==> src/masked_signal_queue_macros.svh <==
`ifndef MASKED_SIGNAL_QUEUE_MACROS_SVH
`define MASKED_SIGNAL_QUEUE_MACROS_SVH

// same-cycle implication, sampled on clock, off during reset
`define MSQ_ASSERT_NOW(lbl, ante, cons) \
   lbl: assert property (@(posedge clock) disable iff (reset) (ante) |-> (cons)) \
      else $error("msq check failed");

// next-cycle implication
`define MSQ_ASSERT_NEXT(lbl, ante, cons) \
   lbl: assert property (@(posedge clock) disable iff (reset) (ante) |=> (cons)) \
      else $error("msq check failed");

`endif

==> src/msq_pkg.sv <==
package msq_pkg;

   typedef enum logic [2:0] {
      ST_IDLE,
      ST_SCAN_RD,
      ST_SCAN_CK,
      ST_SHIFT_RD,
      ST_SHIFT_WR,
      ST_ACT_RD,
      ST_ACT_CK,
      ST_DONE
   } state_type;

   localparam logic [2:0] CMD_POST    = 3'd0;
   localparam logic [2:0] CMD_DELIVER = 3'd1;
   localparam logic [2:0] CMD_ACTION  = 3'd2;
   localparam logic [2:0] CMD_MASK    = 3'd3;
   localparam logic [2:0] CMD_WAIT    = 3'd4;

   localparam logic [1:0] STS_OK      = 2'd0;
   localparam logic [1:0] STS_INVALID = 2'd1;
   localparam logic [1:0] STS_FULL    = 2'd2;
   localparam logic [1:0] STS_NONE    = 2'd3;

   localparam logic [1:0] VRD_NONE    = 2'd0;
   localparam logic [1:0] VRD_IGNORE  = 2'd1;
   localparam logic [1:0] VRD_DESTROY = 2'd2;
   localparam logic [1:0] VRD_RUN     = 2'd3;

   localparam logic [1:0] ACT_IGNORE  = 2'd1;
   localparam logic [1:0] ACT_HANDLER = 2'd2;

   localparam int SIG_W       = 5;
   localparam int SIG_SLOTS   = 32;
   localparam int VALUE_W     = 64;
   localparam int MASK_W      = 32;
   localparam logic [63:0] ALIGN_MASK = 64'hF;
   localparam logic [63:0] RET_SLOT   = 64'd8;

   typedef struct packed {
      logic [1:0]  status;
      logic        woke;
      logic [4:0]  signal;
      logic [63:0] value;
      logic [1:0]  verdict;
      logic [31:0] saved;
      logic [63:0] frame;
      logic [63:0] hstack;
   } res_type;

endpackage

==> src/msq_ram.sv <==
module msq_ram #(
   parameter int WIDTH = 8,
   parameter int DEPTH = 32
) (
   input  logic                                 clock,
   input  logic                                 wr_en,
   input  logic [(DEPTH > 1 ? $clog2(DEPTH) : 1)-1:0] wr_addr,
   input  logic [WIDTH-1:0]                     wr_data,
   input  logic [(DEPTH > 1 ? $clog2(DEPTH) : 1)-1:0] rd_addr,
   output logic [WIDTH-1:0]                     rd_data
);

   logic [WIDTH-1:0] mem [DEPTH];

   always_ff @(posedge clock) begin
      if (wr_en) begin
         mem[wr_addr] <= wr_data;
      end
      rd_data <= mem[rd_addr];
   end

endmodule

==> src/masked_signal_queue.sv <==
// Pending-signal queue with blocking mask and per-signal actions. One transaction
// at a time: post, set action, set mask and begin wait go from idle straight to
// the done state; a deliver that scans reads and checks each entry scanned,
// reads and writes each entry shifted down to close the gap, one entry at a
// time through the single read port of the queue RAM, then checks the action.
// A result waits in the output register while the next transaction is accepted.
`include "masked_signal_queue_macros.svh"

module masked_signal_queue #(
   parameter int QUEUE_DEPTH  = 32,
   parameter int SIGNAL_COUNT = 32,
   parameter int KILL_SIGNAL  = 9,
   parameter int FRAME_BYTES  = 256
) (
   input  logic        clock,
   input  logic        reset,
   input  logic        csr_write,
   input  logic        csr_wdata,
   input  logic        req_valid,
   output logic        req_stall,
   input  logic [2:0]  req_cmd,
   input  logic [4:0]  req_signal_number,
   input  logic [63:0] req_signal_value,
   input  logic [1:0]  req_action_kind,
   input  logic [31:0] req_mask_word,
   input  logic        req_from_user_mode,
   input  logic [63:0] req_stack_pointer,
   output logic        rsp_valid,
   input  logic        rsp_stall,
   output logic [1:0]  rsp_status,
   output logic        rsp_woke_waiter,
   output logic [4:0]  rsp_out_signal,
   output logic [63:0] rsp_out_value,
   output logic [1:0]  rsp_verdict,
   output logic [31:0] rsp_saved_mask,
   output logic [63:0] rsp_frame_address,
   output logic [63:0] rsp_handler_stack
);
   import msq_pkg::*;

   localparam int QA = (QUEUE_DEPTH > 1) ? $clog2(QUEUE_DEPTH) : 1;
   localparam int LW = $clog2(QUEUE_DEPTH + 1);
   localparam int QW = SIG_W + VALUE_W;
   localparam int AW = 2 + MASK_W;
   localparam logic [4:0]  KILL = 5'(KILL_SIGNAL);
   localparam logic [63:0] FB   = 64'(FRAME_BYTES);

   state_type         state_ff, state_in;
   logic [LW-1:0]     len_ff, len_in;
   logic [QA-1:0]     idx_ff, idx_in;
   logic [31:0]       bmask_ff, bmask_in;
   logic              waiting_ff, waiting_in;
   logic [31:0]       wset_ff, wset_in;
   logic [31:0]       wold_ff, wold_in;
   logic [31:0]       avalid_ff, avalid_in;
   logic              hep_ff;
   logic [4:0]        sig_ff, sig_in;
   logic [63:0]       sp_ff, sp_in;
   res_type           res_ff, res_in;
   logic              rsp_valid_ff, rsp_valid_in;
   res_type           out_ff, out_in;

   logic              accept, sig_ok, rsp_free, match, more_scan, more_shift, go_scan;
   logic [LW-1:0]     idx_next;
   logic [4:0]        q_sig;
   logic [31:0]       sig_bit;
   logic [1:0]        kind;
   logic [31:0]       amask;
   logic              q_we, a_we;
   logic [QA-1:0]     q_waddr, q_raddr;
   logic [QW-1:0]     q_wdata, q_rdata;
   logic [AW-1:0]     a_rdata;

   msq_ram #(.WIDTH(QW), .DEPTH(QUEUE_DEPTH)) u_queue (
      .clock(clock), .wr_en(q_we), .wr_addr(q_waddr), .wr_data(q_wdata),
      .rd_addr(q_raddr), .rd_data(q_rdata)
   );

   msq_ram #(.WIDTH(AW), .DEPTH(SIG_SLOTS)) u_action (
      .clock(clock), .wr_en(a_we), .wr_addr(req_signal_number),
      .wr_data({req_action_kind, req_mask_word}),
      .rd_addr(sig_ff), .rd_data(a_rdata)
   );

   assign req_stall = (state_ff != ST_IDLE);
   assign accept    = req_valid && !req_stall;
   assign sig_ok    = (req_signal_number >= 5'd1) &&
                      (32'(req_signal_number) < 32'(SIGNAL_COUNT));
   assign rsp_free  = !rsp_valid_ff || !rsp_stall;
   assign go_scan   = req_from_user_mode && !waiting_ff && (len_ff != '0);

   assign idx_next   = LW'(idx_ff) + LW'(1);
   assign q_sig      = q_rdata[QW-1:VALUE_W];
   assign match      = hep_ff ? ((q_sig == KILL) || !bmask_ff[q_sig]) : (q_sig == KILL);
   assign more_scan  = idx_next < len_ff;
   assign more_shift = LW'(idx_ff) < (len_ff - LW'(1));
   assign sig_bit    = 32'(1) << sig_ff;
   assign kind       = avalid_ff[sig_ff] ? a_rdata[AW-1:MASK_W] : 2'd0;
   assign amask      = avalid_ff[sig_ff] ? a_rdata[MASK_W-1:0] : '0;

   assign q_raddr = (state_ff == ST_SHIFT_RD) ? QA'(idx_next) : idx_ff;
   assign a_we    = accept && (req_cmd == CMD_ACTION) && sig_ok;

   // next state
   always_comb begin
      state_in = state_ff;
      unique case (state_ff)
         ST_IDLE: begin
            if (accept) begin
               if (req_cmd == CMD_DELIVER && go_scan) begin
                  state_in = ST_SCAN_RD;
               end else begin
                  state_in = ST_DONE;
               end
            end
         end
         ST_SCAN_RD:  state_in = ST_SCAN_CK;
         ST_SCAN_CK: begin
            if (match) begin
               state_in = more_shift ? ST_SHIFT_RD : ST_ACT_RD;
            end else begin
               state_in = more_scan ? ST_SCAN_RD : ST_DONE;
            end
         end
         ST_SHIFT_RD: state_in = ST_SHIFT_WR;
         // len_ff already holds the shortened length here
         ST_SHIFT_WR: state_in = (idx_next < len_ff) ? ST_SHIFT_RD : ST_ACT_RD;
         ST_ACT_RD:   state_in = ST_ACT_CK;
         ST_ACT_CK:   state_in = ST_DONE;
         ST_DONE:     state_in = rsp_free ? ST_IDLE : ST_DONE;
         default:     state_in = ST_IDLE;
      endcase
   end

   // datapath and outputs
   always_comb begin
      len_in       = len_ff;
      idx_in       = idx_ff;
      bmask_in     = bmask_ff;
      waiting_in   = waiting_ff;
      wset_in      = wset_ff;
      wold_in      = wold_ff;
      avalid_in    = avalid_ff;
      sig_in       = sig_ff;
      sp_in        = sp_ff;
      res_in       = res_ff;
      out_in       = out_ff;
      rsp_valid_in = rsp_valid_ff && rsp_stall;
      q_we         = 1'b0;
      q_waddr      = QA'(len_ff);
      q_wdata      = {req_signal_number, req_signal_value};

      unique case (state_ff)
         ST_IDLE: begin
            if (accept) begin
               res_in = '0;
               idx_in = '0;
               sig_in = req_signal_number;
               sp_in  = req_stack_pointer;
               case (req_cmd)
                  CMD_POST: begin
                     if (!sig_ok) begin
                        res_in.status = STS_INVALID;
                     end else if (waiting_ff && wset_ff[req_signal_number]) begin
                        waiting_in    = 1'b0;
                        bmask_in      = wold_ff;
                        res_in.woke   = 1'b1;
                        res_in.signal = req_signal_number;
                     end else if (32'(len_ff) >= 32'(QUEUE_DEPTH)) begin
                        res_in.status = STS_FULL;
                     end else begin
                        q_we   = 1'b1;
                        len_in = len_ff + LW'(1);
                     end
                  end
                  CMD_DELIVER: res_in.status = STS_NONE;
                  CMD_ACTION: begin
                     if (!sig_ok) begin
                        res_in.status = STS_INVALID;
                     end else begin
                        avalid_in[req_signal_number] = 1'b1;
                     end
                  end
                  CMD_MASK: bmask_in = req_mask_word;
                  CMD_WAIT: begin
                     waiting_in = 1'b1;
                     wset_in    = req_mask_word;
                     wold_in    = bmask_ff;
                  end
                  default: ;
               endcase
            end
         end
         ST_SCAN_CK: begin
            if (match) begin
               sig_in        = q_sig;
               res_in.status = STS_OK;
               res_in.signal = q_sig;
               res_in.value  = q_rdata[VALUE_W-1:0];
               len_in        = len_ff - LW'(1);
            end else begin
               idx_in = QA'(idx_next);
            end
         end
         ST_SHIFT_WR: begin
            q_we    = 1'b1;
            q_waddr = idx_ff;
            q_wdata = q_rdata;
            idx_in  = QA'(idx_next);
         end
         ST_ACT_CK: begin
            if (!hep_ff || sig_ff == KILL) begin
               res_in.verdict = VRD_DESTROY;
            end else if (kind == ACT_IGNORE) begin
               res_in.verdict = VRD_IGNORE;
            end else if (kind != ACT_HANDLER) begin
               res_in.verdict = VRD_DESTROY;
            end else begin
               res_in.verdict = VRD_RUN;
               res_in.saved   = bmask_ff;
               res_in.frame   = (sp_ff - FB) & ~ALIGN_MASK;
               res_in.hstack  = ((sp_ff - FB - (RET_SLOT << 1)) & ~ALIGN_MASK) | RET_SLOT;
               bmask_in       = bmask_ff | amask | sig_bit;
            end
         end
         ST_DONE: begin
            if (rsp_free) begin
               out_in       = res_ff;
               rsp_valid_in = 1'b1;
            end
         end
         default: ;
      endcase
   end

   always_ff @(posedge clock) begin
      if (reset) begin
         state_ff     <= ST_IDLE;
         len_ff       <= '0;
         bmask_ff     <= '0;
         waiting_ff   <= 1'b0;
         wset_ff      <= '0;
         wold_ff      <= '0;
         avalid_ff    <= '0;
         hep_ff       <= 1'b0;
         rsp_valid_ff <= 1'b0;
      end else begin
         state_ff     <= state_in;
         len_ff       <= len_in;
         bmask_ff     <= bmask_in;
         waiting_ff   <= waiting_in;
         wset_ff      <= wset_in;
         wold_ff      <= wold_in;
         avalid_ff    <= avalid_in;
         rsp_valid_ff <= rsp_valid_in;
         if (csr_write) begin
            hep_ff <= csr_wdata;
         end
      end
   end

   always_ff @(posedge clock) begin
      idx_ff <= idx_in;
      sig_ff <= sig_in;
      sp_ff  <= sp_in;
      res_ff <= res_in;
      out_ff <= out_in;
   end

   assign rsp_valid         = rsp_valid_ff;
   assign rsp_status        = out_ff.status;
   assign rsp_woke_waiter   = out_ff.woke;
   assign rsp_out_signal    = out_ff.signal;
   assign rsp_out_value     = out_ff.value;
   assign rsp_verdict       = out_ff.verdict;
   assign rsp_saved_mask    = out_ff.saved;
   assign rsp_frame_address = out_ff.frame;
   assign rsp_handler_stack = out_ff.hstack;

   `MSQ_ASSERT_NOW(a_len_bound, 1'b1, 32'(len_ff) <= 32'(QUEUE_DEPTH))
   `MSQ_ASSERT_NOW(a_scan_in_range, (state_ff == ST_SCAN_RD || state_ff == ST_SCAN_CK), LW'(idx_ff) < len_ff)
   `MSQ_ASSERT_NOW(a_run_is_ok, (state_ff == ST_DONE && res_ff.verdict == VRD_RUN), res_ff.status == STS_OK)
   `MSQ_ASSERT_NEXT(a_busy_after_accept, accept, req_stall)

endmodule
==> config.mk <==
export PLATFORM = sky130hd
export DESIGN_NAME = masked_signal_queue
export DESIGN_NICKNAME = d
export VERILOG_FILES = /design/src/msq_pkg.sv /design/src/msq_ram.sv /design/src/masked_signal_queue.sv
export VERILOG_INCLUDE_DIRS = /design/src /design/src/src
export SDC_FILE = /design/constraint.sdc
export NUM_CORES = 2
export LEC_CHECK = 0
export BUFFER_PORTS_ARGS = -buffer_cell sky130_fd_sc_hd__buf_4
export CAP_MARGIN = 20
export CORE_MARGIN = 8
export CORE_UTILIZATION = 45
export CTS_BUF_LIST = sky130_fd_sc_hd__clkbuf_2 sky130_fd_sc_hd__clkbuf_4 sky130_fd_sc_hd__clkbuf_8
export CTS_CLUSTER_SIZE = 25
export DETAILED_ROUTE_END_ITERATION = 7
export PLACE_DENSITY = 0.64
export SLEW_MARGIN = 5
export SYNTH_ARGS = -nofsm -noshare
export SYNTH_HDL_FRONTEND = slang
export SYNTH_HIERARCHICAL = 1
export SYNTH_SLANG_ARGS = --single-unit
==> constraint.sdc <==
create_clock -name clock -period 35.7 [get_ports clock]
set_input_delay 3.57 -clock clock [delete_from_list [all_inputs] [get_ports clock]]
set_output_delay 3.57 -clock clock [all_outputs]
set_load 0.005 [all_outputs]
==> results.py <==
metrics = {
    "outcome": {
        "status": "finished, final reports clean",
    },
    "global_routing": {
        "grt_pass1_vias": 81170,
        "grt_usage_pct": 20.49,
        "grt_max_degree": 126,
        "antenna_found_initial": 15,
        "grt_pass1_wl_um": 557100,
        "grt-ovfl-total": 0,
    },
    "setup_path": {
        "crit_slowest_cell": "buf_4",
        "worst-path-max-fanout": 43,
        "critPathLaunchType": "input pin",
        "path_cells": "buf_4 > mux4_2 > a22oi_1 > nand3_1 > o21ai_0 > nor4b_1 > buf_4 > or2_2 > nand3_1 > nor2_4 > buf_4 > buf_4",
        "arrival_ns": 9.05,
        "cp.required_ns": 36.44,
        "crit_top_cell": "buf_4",
        "worstSetupEndpointType": "register",
        "worstSetupPathType": "in2reg",
        "cpPeakStageDelay_ns": 0.88,
    },
    "power": {
        "cellPowerDensity_nw_per_um2": 74.73,
        "peakVddDrop_mv": 0.08367,
        "p_leak_nw": 58.18,
    },
    "timing": {
        "relSlewSlack_pct": 22.37,
        "grt_setup_unrepaired": "false",
        "finalSetupViolCount": 0,
        "finalCritPeriodShare_pct": 23.28,
        "fmax_ghz": 0.1203,
        "skew_ns": 0.07465,
        "finalCriticalPeriod_ns": 8.310,
        "hold_ws_ns": 0.4063,
        "tns_ns": 0,
        "hold_viol": 0,
        "worst_slew_pin_slew_ns": 1.164,
        "final_max_slew_viol_count": 0,
        "setup_ws_ns": 27.39,
    },
    "drt": {
        "wl_um": 386600,
        "wl_per_cell_um": 27.88,
        "vias": 80000,
        "drc": 0,
        "drt-initial-drc-count": 7942,
        "drt_first_pass_iters": 6,
        "viasPerCell": 5.769,
        "ant_nets": 0,
    },
    "cts": {
        "cts_buffers": 651,
        "clk-insertion-delay-late_ns": 1.17,
        "clock_sinks": 4063,
        "hold_buffers": 0,
        "clock_path_buffers": 4,
        "cts_setup_buffers": 0,
        "clkSlewWorstSetupHoldPaths_ns": 0.06,
        "clockRootBuffer": "clkbuf_8",
        "cts_tree": "built",
        "cts_resized": 0,
        "htree_levels": 6,
    },
    "finish": {
        "layout_commonest_cell": "edfxtp_1",
        "layout_common_cells": "edfxtp_1, clkbuf_8, mux4_2, mux2i_1, buf_4",
        "nets": 8948,
        "syn2layout_area_growth_pct": 13.94,
        "drive_gt1_share_pct": 27.96,
        "fillers": 27320,
    },
    "synthesis": {
        "synth_top_area_share_pct": 73.31,
        "synth_compound_area_share_pct": 2.994,
        "synth_simple_gate_area_share_pct": 3.744,
        "avgSynthCellArea_um2": 19.65,
        "syn_inst": 7963,
        "synth_top_family_by_area": "multiplexers",
        "synth_edf_count": 3820,
        "synth_seq_cells": 4063,
        "ys_warn_count": 6,
        "synthAdderAreaFrac_pct": 0.1439,
        "yosys-mux-area-fraction_pct": 14.61,
        "yosysUniqueCellTypes": 91,
        "yosys.area_share.xor_xnor_pct": 0.5486,
        "synthFlopType": "edfxtp_1",
        "synth_area_leaders": "edfxtp_1, mux4_2, mux2i_1",
        "post-synth-top-area-cell": "edfxtp_1",
        "postSynth.asyncResetShare_pct": 0,
        "synthesis.area_um2": 156500,
        "yosysSeqAreaShare_pct": 76.42,
    },
    "floorplanning": {
        "coreArea_um2": 346200,
        "dieArea_um2": 366800,
        "die_w_um": 605.7,
        "die_height_um": 605.7,
        "start_util_pct": 45.19,
        "row_count": 216,
        "ios": 413,
    },
    "worst_hold_path": {
        "min_path_type": "reg2reg",
    },
    "placement": {
        "io_buffers": 401,
        "hpwl_um": 211000,
        "dp_slack_ns": 26.23,
        "place_congestion": 0.8457,
    },
    "job": {
        "cap_violations": 0,
    },
}
[cell type report]
class | count | area (um^2) | area share [%]
flip-flops and latches | 4063 | 119600 | 67.07
multi-input cells | 3422 | 35140 | 19.71
clock buffers | 912 | 11130 | 6.241
well taps | 4578 | 5728 | 3.213
repair buffers | 584 | 4594 | 2.577
clock inverters | 273 | 1981 | 1.111
inverters | 31 | 116.4 | 0.06527
diodes | 5 | 12.51 | 0.007018
[power by group]
group | switching (mW) | internal (mW)
Combinational | 1.93 | 1.49
Clock | 1.84 | 2.15
Sequential | 0.163 | 5.75
Total | 3.93 | 9.39
[logic make-up after synthesis]
logic type / count (synthesis)
flops: 4063
mux: 1419
simple gates: 1187
compound gates: 693
buf+inv: 484
xor+xnor: 98
fa+ha+maj: 18
other cells: 1
[registers in the layout, summed over array words and instances, names as in the netlist, 34 cells and up]
signal and count:
u_queue/rd_data 69, rsp_frame_address 60, u_action/rd_data 34, u_queue/mem 2208
rsp_out_value 64, res_ff 227, sp_ff 60, rsp_handler_stack 61
u_action/mem 1088
[metrics by stage]
stage | area, um^2 | power, mW | std cells | utilization [%]
detailed placement | 165000 | 9.454 | 12670 | 47.66
CTS | 178100 | 13.45 | 13850 | 51.45
finish | 178300 | 13.32 | 13870 | 51.49
global route | 178300 | 13.87 | 13870 | 51.49
global placement | 165000 | 9.401 | 12670 | 47.66
floorplan | 156500 | 8.463 | 7969 | -
[final timing paths]
kind / from / to / slack (ns) / cells past startpoint
setup / recovery: req_signal_number[0] / u_queue/mem[3][23]$_DFFE_PP_ / 27.39 / 12
hold / removal: res_ff[11]$_DFFE_PP_ / rsp_handler_stack[11]$_DFFE_PP_ / 0.41 / 0
setup reg to reg: state_ff[1]$_SDFFE_PP0N_ / u_queue/rd_data[25]$_DFF_P_ / 28.86 / 12
hold reg to reg: res_ff[11]$_DFFE_PP_ / rsp_handler_stack[11]$_DFFE_PP_ / 0.41 / 0
[critical path, delay by kind of cell]
kind / cells / cell delay, ns
simple gates: 5 / 2.07
compound gates: 2 / 0.65
buf+inv: 4 / 1.96
mux: 1 / 0.63
[Yosys cell counts (all sizes together), types with 5 or more instances]
cell type and number:
a211oi 14, a21oi 256, a221o 31, a221oi 13, a22o 71, a22oi 110, a311oi 34, a31oi 44
and2 122, and3 8, and3b 5, buf 238, clkbuf 215, dfxtp 243, edfxtp 3820, ha 18
inv 31, mux2 153, mux2i 590, mux4 676, nand2 347, nand2b 13, nand3 173, nand3b 13
nand4 24, nor2 273, nor2b 18, nor3 85, nor3b 12, nor4 28, o211ai 8, o21a 11
o21ai 43, o22ai 13, o31a 5, o31ai 8, or2 12, or3 19, or3b 7, or4 14
xnor2 74, xor2 24
[per-layer routing]
layer | GRT usage (%) | wire, um
met5 | 0 | 61
met4 | 5.598 | 9699
met3 | 3.486 | 28260
met2 | 34.49 | 190600
met1 | 27.72 | 158000
Note: power is estimated with default switching activity, not from simulation.
